### src/krfd_pkg.sv
// ----------------------------------------------------------------------------
// krfd_pkg
// Shared types, register codes and helpers for the key region fill detector.
// ----------------------------------------------------------------------------
package krfd_pkg;

    localparam int BOUND_W    = 10;
    localparam int NUM_BOUNDS = 15;
    localparam int BOUNDS_W   = NUM_BOUNDS * BOUND_W;
    localparam int REG_W      = 50;
    localparam int CNT_W      = 19;
    localparam int MASK_W     = 14;
    localparam int QUEUE_DEPTH = 4;

    // configuration register indexes
    localparam logic [2:0] REG_TOP_ROW       = 3'd0;
    localparam logic [2:0] REG_BOTTOM_ROW    = 3'd1;
    localparam logic [2:0] REG_GRAY_THRESH   = 3'd2;
    localparam logic [2:0] REG_FILL_TENTHS   = 3'd3;
    localparam logic [2:0] REG_BOUNDS_FIRST  = 3'd4;
    localparam logic [2:0] REG_BOUNDS_MIDDLE = 3'd5;
    localparam logic [2:0] REG_BOUNDS_LAST   = 3'd6;

    // fixed point luma weights, scaled by 2^14
    localparam logic [21:0] GRAY_W_B   = 22'd1868;
    localparam logic [21:0] GRAY_W_G   = 22'd9617;
    localparam logic [21:0] GRAY_W_R   = 22'd4899;
    localparam logic [21:0] GRAY_ROUND = 22'd8192;

    typedef struct packed {
        logic [8:0]          top_row;
        logic [8:0]          bottom_row;
        logic [7:0]          gray_threshold;
        logic [3:0]          fill_tenths;
        logic [BOUNDS_W-1:0] bounds;
    } cfg_t;

    // column boundary k, zero past the last stored one
    function automatic logic [BOUND_W-1:0] bound_at(input logic [BOUNDS_W-1:0] bounds,
                                                    input logic [5:0] k);
        logic [BOUND_W-1:0] b;
        b = '0;
        if (k < 6'(NUM_BOUNDS)) begin
            b = bounds[k*BOUND_W +: BOUND_W];
        end
        return b;
    endfunction

    function automatic logic [9:0] clip10(input logic [9:0] v, input logic [9:0] lim);
        return (v < lim) ? v : lim;
    endfunction

endpackage

### src/krfd_front.sv
// ----------------------------------------------------------------------------
// krfd_front
// Takes pixels, converts to gray and classifies each into a per-key hit mask.
// ----------------------------------------------------------------------------
module krfd_front
    import krfd_pkg::*;
#(
    parameter int NUM_KEYS     = 14,
    parameter int FRAME_WIDTH  = 640,
    parameter int FRAME_HEIGHT = 480
) (
    input  logic                aclk,
    input  logic                aresetn,
    input  cfg_t                cfg,
    input  logic                in_valid,
    output logic                in_ready,
    input  logic [9:0]          pixel_x,
    input  logic [8:0]          pixel_y,
    input  logic [7:0]          blue,
    input  logic [7:0]          green,
    input  logic [7:0]          red,
    input  logic                frame_end,
    output logic                push,
    input  logic                q_full,
    output logic [NUM_KEYS:0]   push_data   // hit mask, frame end on top
);

    logic       vld_reg, vld_next;
    logic [9:0] x_reg, x_next;
    logic [8:0] y_reg, y_next;
    logic [7:0] gray_reg, gray_next;
    logic       last_reg, last_next;
    logic [21:0] gray_sum;
    logic        lit, in_frame, in_band;
    logic [NUM_KEYS-1:0] hits;

    assign gray_sum = 22'(blue) * GRAY_W_B + 22'(green) * GRAY_W_G
                    + 22'(red) * GRAY_W_R + GRAY_ROUND;

    assign in_ready = !vld_reg || !q_full;

    always_comb begin
        vld_next  = vld_reg;
        x_next    = x_reg;
        y_next    = y_reg;
        gray_next = gray_reg;
        last_next = last_reg;
        if (in_ready) begin
            vld_next  = in_valid;
            x_next    = pixel_x;
            y_next    = pixel_y;
            gray_next = gray_sum[21:14];
            last_next = frame_end;
        end
    end

    always_ff @(posedge aclk) begin
        if (!aresetn) begin
            vld_reg <= 1'b0;
        end else begin
            vld_reg <= vld_next;
        end
        x_reg    <= x_next;
        y_reg    <= y_next;
        gray_reg <= gray_next;
        last_reg <= last_next;
    end

    assign lit      = gray_reg > cfg.gray_threshold;
    assign in_frame = (x_reg < 10'(FRAME_WIDTH)) && ({1'b0, y_reg} < 10'(FRAME_HEIGHT));
    assign in_band  = (y_reg >= cfg.top_row) && (y_reg < cfg.bottom_row);

    always_comb begin
        for (int i = 0; i < NUM_KEYS; i++) begin
            hits[i] = lit && in_frame && in_band
                   && (x_reg >= bound_at(cfg.bounds, 6'(i)))
                   && (x_reg <  bound_at(cfg.bounds, 6'(i + 1)));
        end
    end

    assign push      = vld_reg && !q_full;
    assign push_data = {last_reg, hits};

endmodule

### src/krfd_queue.sv
// ----------------------------------------------------------------------------
// krfd_queue
// Short first-in first-out queue between the classifier and the counters.
// ----------------------------------------------------------------------------
module krfd_queue
    import krfd_pkg::*;
#(
    parameter int WIDTH = 15
) (
    input  logic             aclk,
    input  logic             aresetn,
    input  logic             push,
    input  logic [WIDTH-1:0] push_data,
    output logic             full,
    input  logic             pop,
    output logic [WIDTH-1:0] pop_data,
    output logic             empty
);

    localparam int PTR_W = $clog2(QUEUE_DEPTH);

    logic [WIDTH-1:0] mem_reg [QUEUE_DEPTH];
    logic [PTR_W-1:0] wr_ptr_reg, wr_ptr_next;
    logic [PTR_W-1:0] rd_ptr_reg, rd_ptr_next;
    logic [PTR_W:0]   count_reg, count_next;

    assign full     = count_reg == (PTR_W+1)'(QUEUE_DEPTH);
    assign empty    = count_reg == '0;
    assign pop_data = mem_reg[rd_ptr_reg];

    always_comb begin
        wr_ptr_next = push ? wr_ptr_reg + 1'b1 : wr_ptr_reg;
        rd_ptr_next = pop  ? rd_ptr_reg + 1'b1 : rd_ptr_reg;
        count_next  = count_reg;
        if (push && !pop) begin
            count_next = count_reg + 1'b1;
        end else if (pop && !push) begin
            count_next = count_reg - 1'b1;
        end
    end

    always_ff @(posedge aclk) begin
        if (!aresetn) begin
            wr_ptr_reg <= '0;
            rd_ptr_reg <= '0;
            count_reg  <= '0;
        end else begin
            wr_ptr_reg <= wr_ptr_next;
            rd_ptr_reg <= rd_ptr_next;
            count_reg  <= count_next;
        end
        if (push) begin
            mem_reg[wr_ptr_reg] <= push_data;
        end
    end

endmodule

### src/krfd_back.sv
// ----------------------------------------------------------------------------
// krfd_back
// Per-key lit counters, end of frame fill evaluation and the result register.
// ----------------------------------------------------------------------------
module krfd_back
    import krfd_pkg::*;
#(
    parameter int NUM_KEYS     = 14,
    parameter int FRAME_WIDTH  = 640,
    parameter int FRAME_HEIGHT = 480
) (
    input  logic              aclk,
    input  logic              aresetn,
    input  cfg_t              cfg,
    input  logic              q_empty,
    input  logic [NUM_KEYS:0] pop_data,
    output logic              pop,
    output logic              out_valid,
    input  logic              out_ready,
    output logic [MASK_W-1:0] keys_held,
    output logic [MASK_W-1:0] keys_struck
);

    localparam int KEY_W = (NUM_KEYS > 1) ? $clog2(NUM_KEYS) : 1;
    localparam int IDX_W = $clog2(NUM_KEYS + 1);
    localparam logic [CNT_W-1:0] CNT_MAX = '1;

    typedef enum logic [2:0] {
        ST_COUNT = 3'b001,
        ST_EVAL  = 3'b010,
        ST_DONE  = 3'b100
    } state_t;

    state_t              state_reg, state_next;
    logic [CNT_W-1:0]    cnt_reg [NUM_KEYS];
    logic [CNT_W-1:0]    cnt_next [NUM_KEYS];
    logic [IDX_W-1:0]    idx_reg, idx_next;
    logic [KEY_W-1:0]    cmp_idx_reg, cmp_idx_next;
    logic                cmp_vld_reg, cmp_vld_next;
    logic [19:0]         area_reg, area_next;
    logic [NUM_KEYS-1:0] acc_reg, acc_next;
    logic [MASK_W-1:0]   held_flags_reg, held_flags_next;
    logic                out_vld_reg, out_vld_next;
    logic [MASK_W-1:0]   held_reg, held_next;
    logic [MASK_W-1:0]   struck_reg, struck_next;

    logic [9:0]          hgt, wid, lft, rgt, top_c, bot_c;
    logic [CNT_W-1:0]    cnt_sel;
    logic [23:0]         lhs, rhs;
    logic                key_held;
    logic [31:0]         acc_wide;
    logic [MASK_W-1:0]   held_mask;

    // height of the band inside the frame
    assign top_c = clip10({1'b0, cfg.top_row}, 10'(FRAME_HEIGHT));
    assign bot_c = clip10({1'b0, cfg.bottom_row}, 10'(FRAME_HEIGHT));
    assign hgt   = (bot_c > top_c) ? bot_c - top_c : 10'd0;

    assign lft = clip10(bound_at(cfg.bounds, 6'(idx_reg)), 10'(FRAME_WIDTH));
    assign rgt = clip10(bound_at(cfg.bounds, 6'(idx_reg) + 6'd1), 10'(FRAME_WIDTH));
    assign wid = (rgt > lft) ? rgt - lft : 10'd0;

    // count*10 > fill*area
    assign cnt_sel  = cnt_reg[cmp_idx_reg];
    assign lhs      = 24'({cnt_sel, 3'b000}) + 24'({cnt_sel, 1'b0});
    assign rhs      = 24'(cfg.fill_tenths) * 24'(area_reg);
    assign key_held = (area_reg != '0) && (lhs > rhs);

    assign acc_wide  = 32'(acc_next);
    assign held_mask = acc_wide[MASK_W-1:0];

    assign pop = (state_reg == ST_COUNT) && !q_empty;

    always_comb begin
        state_next      = state_reg;
        cnt_next        = cnt_reg;
        idx_next        = idx_reg;
        cmp_idx_next    = cmp_idx_reg;
        cmp_vld_next    = 1'b0;
        area_next       = area_reg;
        acc_next        = acc_reg;
        held_flags_next = held_flags_reg;
        out_vld_next    = out_vld_reg && !out_ready;
        held_next       = held_reg;
        struck_next     = struck_reg;

        if (cmp_vld_reg && key_held) begin
            acc_next[cmp_idx_reg] = 1'b1;
        end

        case (state_reg)
            ST_COUNT: begin
                if (pop) begin
                    for (int i = 0; i < NUM_KEYS; i++) begin
                        if (pop_data[i] && cnt_reg[i] != CNT_MAX) begin
                            cnt_next[i] = cnt_reg[i] + 1'b1;
                        end
                    end
                    if (pop_data[NUM_KEYS]) begin
                        state_next = ST_EVAL;
                        idx_next   = '0;
                        acc_next   = '0;
                    end
                end
            end
            ST_EVAL: begin
                // area of one key per cycle, compared the cycle after
                if (idx_reg < IDX_W'(NUM_KEYS)) begin
                    area_next    = 20'(wid) * 20'(hgt);
                    cmp_idx_next = idx_reg[KEY_W-1:0];
                    cmp_vld_next = 1'b1;
                    idx_next     = idx_reg + 1'b1;
                end else begin
                    state_next = ST_DONE;
                end
            end
            ST_DONE: begin
                if (!out_vld_reg || out_ready) begin
                    out_vld_next    = 1'b1;
                    held_next       = held_mask;
                    struck_next     = held_mask & ~held_flags_reg;
                    held_flags_next = held_mask;
                    for (int i = 0; i < NUM_KEYS; i++) begin
                        cnt_next[i] = '0;
                    end
                    state_next = ST_COUNT;
                end
            end
            default: begin
                state_next = ST_COUNT;
            end
        endcase
    end

    always_ff @(posedge aclk) begin
        if (!aresetn) begin
            state_reg      <= ST_COUNT;
            idx_reg        <= '0;
            cmp_vld_reg    <= 1'b0;
            acc_reg        <= '0;
            held_flags_reg <= '0;
            out_vld_reg    <= 1'b0;
            for (int i = 0; i < NUM_KEYS; i++) begin
                cnt_reg[i] <= '0;
            end
        end else begin
            state_reg      <= state_next;
            idx_reg        <= idx_next;
            cmp_vld_reg    <= cmp_vld_next;
            acc_reg        <= acc_next;
            held_flags_reg <= held_flags_next;
            out_vld_reg    <= out_vld_next;
            cnt_reg        <= cnt_next;
        end
        cmp_idx_reg <= cmp_idx_next;
        area_reg    <= area_next;
        held_reg    <= held_next;
        struck_reg  <= struck_next;
    end

    assign out_valid   = out_vld_reg;
    assign keys_held   = held_reg;
    assign keys_struck = struck_reg;

endmodule

### src/key_region_fill_detector.sv
// ----------------------------------------------------------------------------
// key_region_fill_detector
// Counts lit pixels per key region and reports held and newly struck keys.
// ----------------------------------------------------------------------------
// Pixels enter on the s_ stream, one per request, in raster order; tlast marks
// the last pixel of a frame. A classifier stage turns each pixel into gray and
// a per-key hit mask, which passes through a four-entry queue to the counters.
// Pixels are taken at one per cycle while s_tready is high. Only the frame
// end request gives a result: after its pixel is counted the keys are judged
// one per cycle through a shared area multiplier and the result is loaded into
// the output register for the m_ stream; meanwhile the queue absorbs the
// pixels that follow until it fills, then s_tready drops.
// Results sit in an output register; when the receiver stalls, the next frame
// end waits in the done state and the queue backs up to the input.
// Configuration writes on cfg_ are always taken and must come while the block
// is idle. After reset all counters and the held mask are zero and the
// registers hold their reset values; no clearing pass is needed.
// ----------------------------------------------------------------------------
module key_region_fill_detector
    import krfd_pkg::*;
#(
    parameter int NUM_KEYS     = 14,
    parameter int FRAME_WIDTH  = 640,
    parameter int FRAME_HEIGHT = 480
) (
    input  logic              aclk,
    input  logic              aresetn,
    input  logic              s_tvalid,
    output logic              s_tready,
    input  logic [47:0]       s_tdata,   // pixel_x, pixel_y, blue, green, red, zero fill
    input  logic              s_tlast,
    output logic              m_tvalid,
    input  logic              m_tready,
    output logic [31:0]       m_tdata,   // keys_held, keys_struck, zero fill
    input  logic              cfg_valid,
    output logic              cfg_ready,
    input  logic [2:0]        cfg_index,
    input  logic [REG_W-1:0]  cfg_data
);

    cfg_t              cfg_reg, cfg_next;
    logic              push, pop, q_full, q_empty;
    logic [NUM_KEYS:0] push_data, pop_data;
    logic [MASK_W-1:0] keys_held, keys_struck;

    assign cfg_ready = 1'b1;

    always_comb begin
        cfg_next = cfg_reg;
        if (cfg_valid) begin
            case (cfg_index)
                REG_TOP_ROW:       cfg_next.top_row = cfg_data[8:0];
                REG_BOTTOM_ROW:    cfg_next.bottom_row = cfg_data[8:0];
                REG_GRAY_THRESH:   cfg_next.gray_threshold = cfg_data[7:0];
                REG_FILL_TENTHS:   cfg_next.fill_tenths = cfg_data[3:0];
                REG_BOUNDS_FIRST:  cfg_next.bounds[REG_W-1:0] = cfg_data;
                REG_BOUNDS_MIDDLE: cfg_next.bounds[2*REG_W-1:REG_W] = cfg_data;
                REG_BOUNDS_LAST:   cfg_next.bounds[3*REG_W-1:2*REG_W] = cfg_data;
                default: begin
                    cfg_next = cfg_reg;
                end
            endcase
        end
    end

    always_ff @(posedge aclk) begin
        if (!aresetn) begin
            cfg_reg.top_row        <= 9'd0;
            cfg_reg.bottom_row     <= 9'd480;
            cfg_reg.gray_threshold <= 8'd100;
            cfg_reg.fill_tenths    <= 4'd7;
            cfg_reg.bounds         <= '0;
        end else begin
            cfg_reg <= cfg_next;
        end
    end

    krfd_front #(
        .NUM_KEYS     (NUM_KEYS),
        .FRAME_WIDTH  (FRAME_WIDTH),
        .FRAME_HEIGHT (FRAME_HEIGHT)
    ) u_front (
        .aclk      (aclk),
        .aresetn   (aresetn),
        .cfg       (cfg_reg),
        .in_valid  (s_tvalid),
        .in_ready  (s_tready),
        .pixel_x   (s_tdata[9:0]),
        .pixel_y   (s_tdata[18:10]),
        .blue      (s_tdata[26:19]),
        .green     (s_tdata[34:27]),
        .red       (s_tdata[42:35]),
        .frame_end (s_tlast),
        .push      (push),
        .q_full    (q_full),
        .push_data (push_data)
    );

    krfd_queue #(
        .WIDTH (NUM_KEYS + 1)
    ) u_queue (
        .aclk      (aclk),
        .aresetn   (aresetn),
        .push      (push),
        .push_data (push_data),
        .full      (q_full),
        .pop       (pop),
        .pop_data  (pop_data),
        .empty     (q_empty)
    );

    krfd_back #(
        .NUM_KEYS     (NUM_KEYS),
        .FRAME_WIDTH  (FRAME_WIDTH),
        .FRAME_HEIGHT (FRAME_HEIGHT)
    ) u_back (
        .aclk        (aclk),
        .aresetn     (aresetn),
        .cfg         (cfg_reg),
        .q_empty     (q_empty),
        .pop_data    (pop_data),
        .pop         (pop),
        .out_valid   (m_tvalid),
        .out_ready   (m_tready),
        .keys_held   (keys_held),
        .keys_struck (keys_struck)
    );

    assign m_tdata = {4'b0000, keys_struck, keys_held};

endmodule

### config.mk
export PLATFORM = sky130hd
export DESIGN_NAME = key_region_fill_detector
export DESIGN_NICKNAME = d
export VERILOG_FILES = /design/src/krfd_pkg.sv /design/src/krfd_front.sv /design/src/krfd_queue.sv /design/src/krfd_back.sv /design/src/key_region_fill_detector.sv
export SDC_FILE = /design/constraint.sdc
export NUM_CORES = 2
export LEC_CHECK = 0
export BUFFER_PORTS_ARGS = -buffer_cell sky130_fd_sc_hd__buf_2
export CAP_MARGIN = 10
export CORE_ASPECT_RATIO = 1.4
export CORE_MARGIN = 2
export CORE_UTILIZATION = 47
export CTS_CLUSTER_SIZE = 16
export DETAILED_ROUTE_END_ITERATION = 6
export GPL_TIMING_DRIVEN = 0
export SETUP_SLACK_MARGIN = 0.3
export SLEW_MARGIN = 20
export SYNTH_ARGS = -nofsm -noshare
export SYNTH_HDL_FRONTEND = slang
export SYNTH_SLANG_ARGS = --single-unit
export TNS_END_PERCENT = 50
### constraint.sdc
create_clock -name aclk -period 9.8 [get_ports aclk]
set_input_delay 0.49 -clock aclk [delete_from_list [all_inputs] [get_ports aclk]]
set_output_delay 0.49 -clock aclk [all_outputs]
set_load 0.005 [all_outputs]
* Word-level counts from Yosys, hierarchy flattened
Memory sizes are Yosys's and may differ from the RTL's. A register that Yosys moved wholly into a read port is not among the register bits. Index checks and enable logic that the tools add are counted.
Cells by class: reduce and logical (&&, ||, !) cells 95, bitwise logic cells 4, shifts and indexed selects 2, multipliers 7, equal/unequal tests 43, multiplexer cells 52, add/sub/neg operators 26, order comparisons 46
Operator list (number):
- $mux W266 | 2
- $pmux W266 S2 | 1
- $mux W19 | 16
- $add A19 B1 Y19 const B | 14
- $ne A19 B19 Y1 const B | 14
- $shiftx A150 B11 Y10 | 1
- $shiftx A150 B9 Y10 | 1
- $ge A10 B10 Y1 | 14
- $lt A10 B10 Y1 | 14
- $bmux W19 S4 | 1
- $reduce_and A4 Y1 | 16
- $mux W10 | 6
- $mux W14 | 4
- $logic_and A1 B1 Y1 | 54
- $ne A2 B2 Y1 const B | 17
- $lt A10 B10 Y1 const B | 3
- $lt A9 B9 Y1 const B | 3
- $gt A24 B24 Y1 | 1
- $mul A4 B20 Y24 | 1
- $add A22 B20 Y23 | 1
- $add A19 B22 Y22 | 1
- $add A22 B14 Y22 const B | 1
- $add A22 B21 Y22 | 1
- $mul A8 B14 Y22 const B | 1
- other kinds (42) | 87
Word-level totals: output and inout bits 35, RAM bits 60, word-level logic and storage cells 315, register bits after elaboration 571, memories 1
Memories:
- u_queue.mem_reg | depth 4, width 15, read ports 1, clocked after memory_dff 1, wr ports 1, RTL line krfd_queue.sv:22 | logic [WIDTH-1:0] mem_reg [QUEUE_DEPTH];

* Longest topological paths before layout
depth after elaboration 13, mapped depth 45, depth with buffers taken out 41

* Modules after synthesis
From an unflattened synthesis, not the netlist that was laid out.
Unflattened totals: cells, all modules 5074, area, all modules 47129.0 um^2
By module, submodules not included:
- krfd_back | area each 27581.5 um^2, cells each 3142, times used 1, seq. area each 7627.3 um^2
- krfd_front | area each 10188.5 um^2, cells each 1150, times used 1, seq. area each 860.8 um^2
- key_region_fill_detector | area each 6718.9 um^2, cells each 661, times used 1, seq. area each 3603.5 um^2
- krfd_queue | area each 2640.0 um^2, cells each 121, times used 1, seq. area each 1981.9 um^2

* Least setup slack after synthesis
Ideal clock, no wire load.
kind register to register, start point reg u_back.idx_reg[0], end point reg u_back.area_reg[19], data pin, arrival 8.687 ns, cell stages (with the launch flop) 39, period minus slack after synthesis 8.946 ns, setup time 0.260 ns, setup slack 0.854 ns, buffers on the path 6, path through dfxtp_1 > buf_2 > buf_4 > buf_4 > buf_4 > buf_4 > mux4_2 > mux4_2 > and2_1 > ha_1 > fa_1 > nor2b_1 > o21ai_0 > a21oi_1 > o31a_1 > o21a_1 > o21a_1 > o21a_1 > [... 3 more ...] > fa_1 > inv_1 > fa_1 > inv_1 > fa_1 > inv_1 > fa_1 > inv_1 > fa_1 > inv_1 > ha_1 > o41a_1 > a21o_1 > nor2b_1 > nor3_1 > nor3b_1 > a21oi_1 > xnor2_1
On the way: longest elaborated chain between the ends 9
RTL lines:
- start, declared | RTL line krfd_back.sv:37 | logic [IDX_W-1:0] idx_reg, idx_next;
- start signal, assigned | RTL line krfd_back.sv:148 | idx_reg <= idx_next;
- $add A4 B1 Y5 | RTL line krfd_back.sv:60 | assign rgt = clip10(bound_at(cfg.bounds, 6'(idx_reg) + 6'd1), 10'(FRAME_WIDTH));
- $mul A6 B3 Y9 | RTL line krfd_pkg.sv:44 | b = bounds[k*BOUND_W +: BOUND_W];
- $shiftx A150 B11 Y10 | RTL line krfd_pkg.sv:44
- $mux W10 | RTL line krfd_pkg.sv:43 | if (k < 6'(NUM_BOUNDS)) begin
- $lt A10 B10 Y1 | RTL line krfd_pkg.sv:50 | return (v < lim) ? v : lim;
- $mux W10 | RTL line krfd_pkg.sv:50
- $sub A10 B10 Y10 or $gt A10 B10 Y1 (tied branches) | RTL line krfd_back.sv:61 | assign wid = (rgt > lft) ? rgt - lft : 10'd0;
- $mux W10 * | RTL line krfd_back.sv:61
- $mul A10 B10 Y20 * | RTL line krfd_back.sv:109 | area_next = 20'(wid) * 20'(hgt);
- end signal, assigned | RTL line krfd_back.sv:156 | area_reg <= area_next;
- end, declared | RTL line krfd_back.sv:40 | logic [19:0] area_reg, area_next;
Mark *: on every way between the ends. The rest lies on a longest branch, timed or not. A chain may end at the register's enable or synchronous reset.

* Final worst setup path
Ends and elaborated chain as after synthesis.

==> metrics.md <==
| Metric | Value |
|---|---|
| Worst reg2reg startpoint | u_back.idx_reg[0] |
| Worst-case clock buffer depth | 3 |
| Pre-CTS setup slack | -0.544 ns |
| Yosys Warn Count | 0 |
| All-Layer GR Usage | ~28% |
| Worst Setup SP | u_back.idx_reg[0] |
| Synth Flop Type | dfxtp_1 |
| Hold depth | 1 |
| Outcome | completed |
| Most common cell after layout, fill and taps aside | nand2_1 |
| Clock-pin slew on the worst setup and hold paths | around 0.060 ns |
| Worst path most repeated cell | fa_1 |
| Hold EP | u_front.x_reg[0] |
| Vias/cell | approximately 5.6 |
| Nets | approximately 6k |
| Largest net degree at the start of global routing | 31 |
| Worst hold start | s_tdata[0] |
| Clock Sinks | around 630 |
| FFs w/ async S/R, synth | 0% |
| Rel. slew slack | about 15% |
| Cells after Synth | approximately 5.0k |
| Row count | 135 |
| Yosys cell types | 82 |
| Drt wl/cell | between 20 and 25 microns |
| Initial antenna violation count | 0 |
| Final Hold Vio Count | 0 |
| Post-route antenna net violation count | 0 |
| # IOs | about 140 |
| R2R cell count | 36 |
| Critical path arrival | about 9.5 ns |
| Yosys top cell area share | 21.6% |
| First-pass GRT wire length | 213000 microns |
| PortBufs | ~130 |
| Leading area contributor after synthesis | dfxtp_1 |
| R2R Setup Slk | between 0.6 and 0.7 ns |
| WS Path Type | flip-flop to flip-flop |
| H-tree levels | 3 |
| Startpoint Class | flip-flop |
| Clock Skews | approximately 0.043 ns |
| Via count | ~37k |
| Worst Tran Pin Value | around 1.3 ns |
| Die Height | between 300 and 400 microns |
| Worst path max stage delay | 0.55 ns |
| Layout cells sized above 1 | under 10% |
| Mapped Area | 0.0457 sq mm |
| Setup-failing EPs final | 0 |
| Setup WS post-layout | a little under 0.7 ns |
| PD cells | roughly 190 mW/mm^2 |
| Final Critical Period | 9.12 ns |
| Area contributors post-synth | dfxtp_1 22%, ha_1 13%, edfxtp_1 9.2%, fa_1 8.3%, mux4_2 6.7% |
| DRC | 0 |
| Vias in the first global route | around 37k |
| TritonCTS clock tree | done |
| Placed Area | about 0.048 sq mm |
| Worst-Skew Late Latency | 0.66 ns |
| Fmax | roughly 110 MHz |
| Maximum fanout along the worst path | 10 |
| DP HPWL | approximately 110000 microns |
| Critical R2R Capture | u_back.area_reg[19] |
| CTS Buf Count | 70 |
| Commonest cells after routing, fill and taps aside | 616 x nand2_1, 541 x inv_1, 492 x dfxtp_1, 479 x ha_1, 458 x nor2_1 |
| CTS root buf | clkbuf_16 |
| Largest register FFs | around 270 |
| GPL Wtd Cong | 1.00 |
| Max Cap Viol | 0 |
| CP max stage cell | fa_1 |
| CP Capture Type | flip-flop |
| Die width | between 200 and 300 microns |
| Post-synthesis sequential area ratio | between 30% and 40% |
| Final worst-path cycle share | between 90% and 100% |
| Core area | between 0.09 and 0.1 sq mm |
| Mapped Avg Cell Area | 9.09 sq um |
| Drt first pass iters | 7 |
| CP required | 10.19 ns |
| Initial Utilization | between 40 and 50% |
| RSZ-0062 raised after global routing | no |
| Final Cell Area | slightly above 0.05 sq mm |
| Register bit total from synthesis | 633 |
| Static Leak | between 20 and 25 nW |
| Post-Route WL | around 140000 microns |
| GRT overflow | 0 |
| Hold WC Path Type | input port to flip-flop |
| VDD IR max | around 0.29 mV |
| Die area | 0.0998 sq mm |
| Post-synth EDFFs | 140 |
| Initial DRC Count | around 2.6k |
| Fin. max-slew vios | 0 |
| Post-layout utilization of the core | between 50% and 60% |
| Area Growth Syn to Fin | 11.2% |
==> metal layers <==
metal  GRT usage, %  wire [microns]  up-vias  part of all wire [%]
met5              0               0        -                     0
met4           17.9            9950        0                   7.2
met3           2.99            6330      371                   4.6
met2           49.0           68200     1077                    50
met1           31.7           53100    17600                    39
li1               -               -    17800                     -
==> area by class of cell <==
type,count,area [sq um]
plain buffers,203,921
diodes,1,2.50
well taps,1301,1630
inverters,542,2030
flip-flops and latches,633,14100
fillers,9057,45800
multi-input cells,3654,29000
repair buffers,151,896
clock buffers,94,1980
clock inverters,32,355
==> worst max-delay path, delay by kind of cell, from the launching register on <==
kind / cells / cell delay, ns
adder cells (fa/ha/maj): 7 / 3.32
AO/OA/AOI/OAI: 8 / 1.76
AND/OR/NAND/NOR: 9 / 1.26
buffers and inverters: 9 / 1.17
multiplexers: 2 / 0.78
flip-flops: 1 / 0.43
XOR/XNOR: 1 / 0.13
==> synthesized netlist by cell type, types with 47 or more instances <==
library cell	number
xnor2_1	99
and2_1	62
dfxtp_1	493
clkbuf_1	164
o21ai_0	127
mux4_2	137
inv_1	541
a21o_1	79
nor2_1	460
nand3_1	122
ha_1	479
and3_1	68
nand4_1	98
edfxtp_1	140
o21a_1	47
mux2i_1	69
fa_1	189
nand2_1	618
a21oi_1	335
xor2_1	179
nor3_1	84
==> stage by stage <==
stage               TNS [ns]  power [mW]  hold WS (ns)  cells
finish                     0        9.91        0.0274   6611
global placement       -1.56        7.15         0.431   6462
CTS                        0        10.0       0.00465   6608
global route               0        10.7        0.0257   6610
floorplan                  0        6.19         0.406   5032
detailed placement     -1.76        7.23         0.431   6464
==> report_power, final <==
group | leakage [nW] | switching (mW) | internal, mW
clock network | 1.16 | 1.16 | 1.57
logic | 14.3 | 2.35 | 1.77
registers | 5.31 | 0.158 | 2.91
total | 20.8 | 3.67 | 6.25
==> worst max-delay path by stage <==
| stage | endpoint | cells after the start |
|---|---|---|
| 2_1_floorplan | u_back.area_reg[19] | 38 |
| 3_3_place_gp | u_back.area_reg[19] | 36 |
| 3_5_place_dp | u_back.area_reg[19] | 35 |
| 4_1_cts | u_back.area_reg[19] | 37 |
| 5_1_grt | u_back.area_reg[19] | 35 |
| 6_report | u_back.area_reg[19] | 36 |
==> what timing repair did <==
item                                   CTS  global route
setup endpoints to repair                9             9
pin swaps                                0             1
buffers inserted                         0             2
endpoints found under the hold margin   18             0
gates resized for setup                 31            50
hold buffers                            18             0
==> kinds of logic (layout without fill, tap and decap cells) <==
logic type / count (synthesis) / count (layout) / share of synthesized area [%]
xor+xnor: 279 / 279 / 5.36
simple gates: 1718 / 1718 / 17.3
fa+ha+maj: 668 / 668 / 21.4
other cells: 2 / 6 / 0.0164
mux: 206 / 206 / 8.26
flops: 633 / 633 / 30.8
compound gates: 778 / 778 / 10.6
buf+inv: 745 / 1022 / 6.25
No activity file was read; power rests on OpenSTA's default activity.
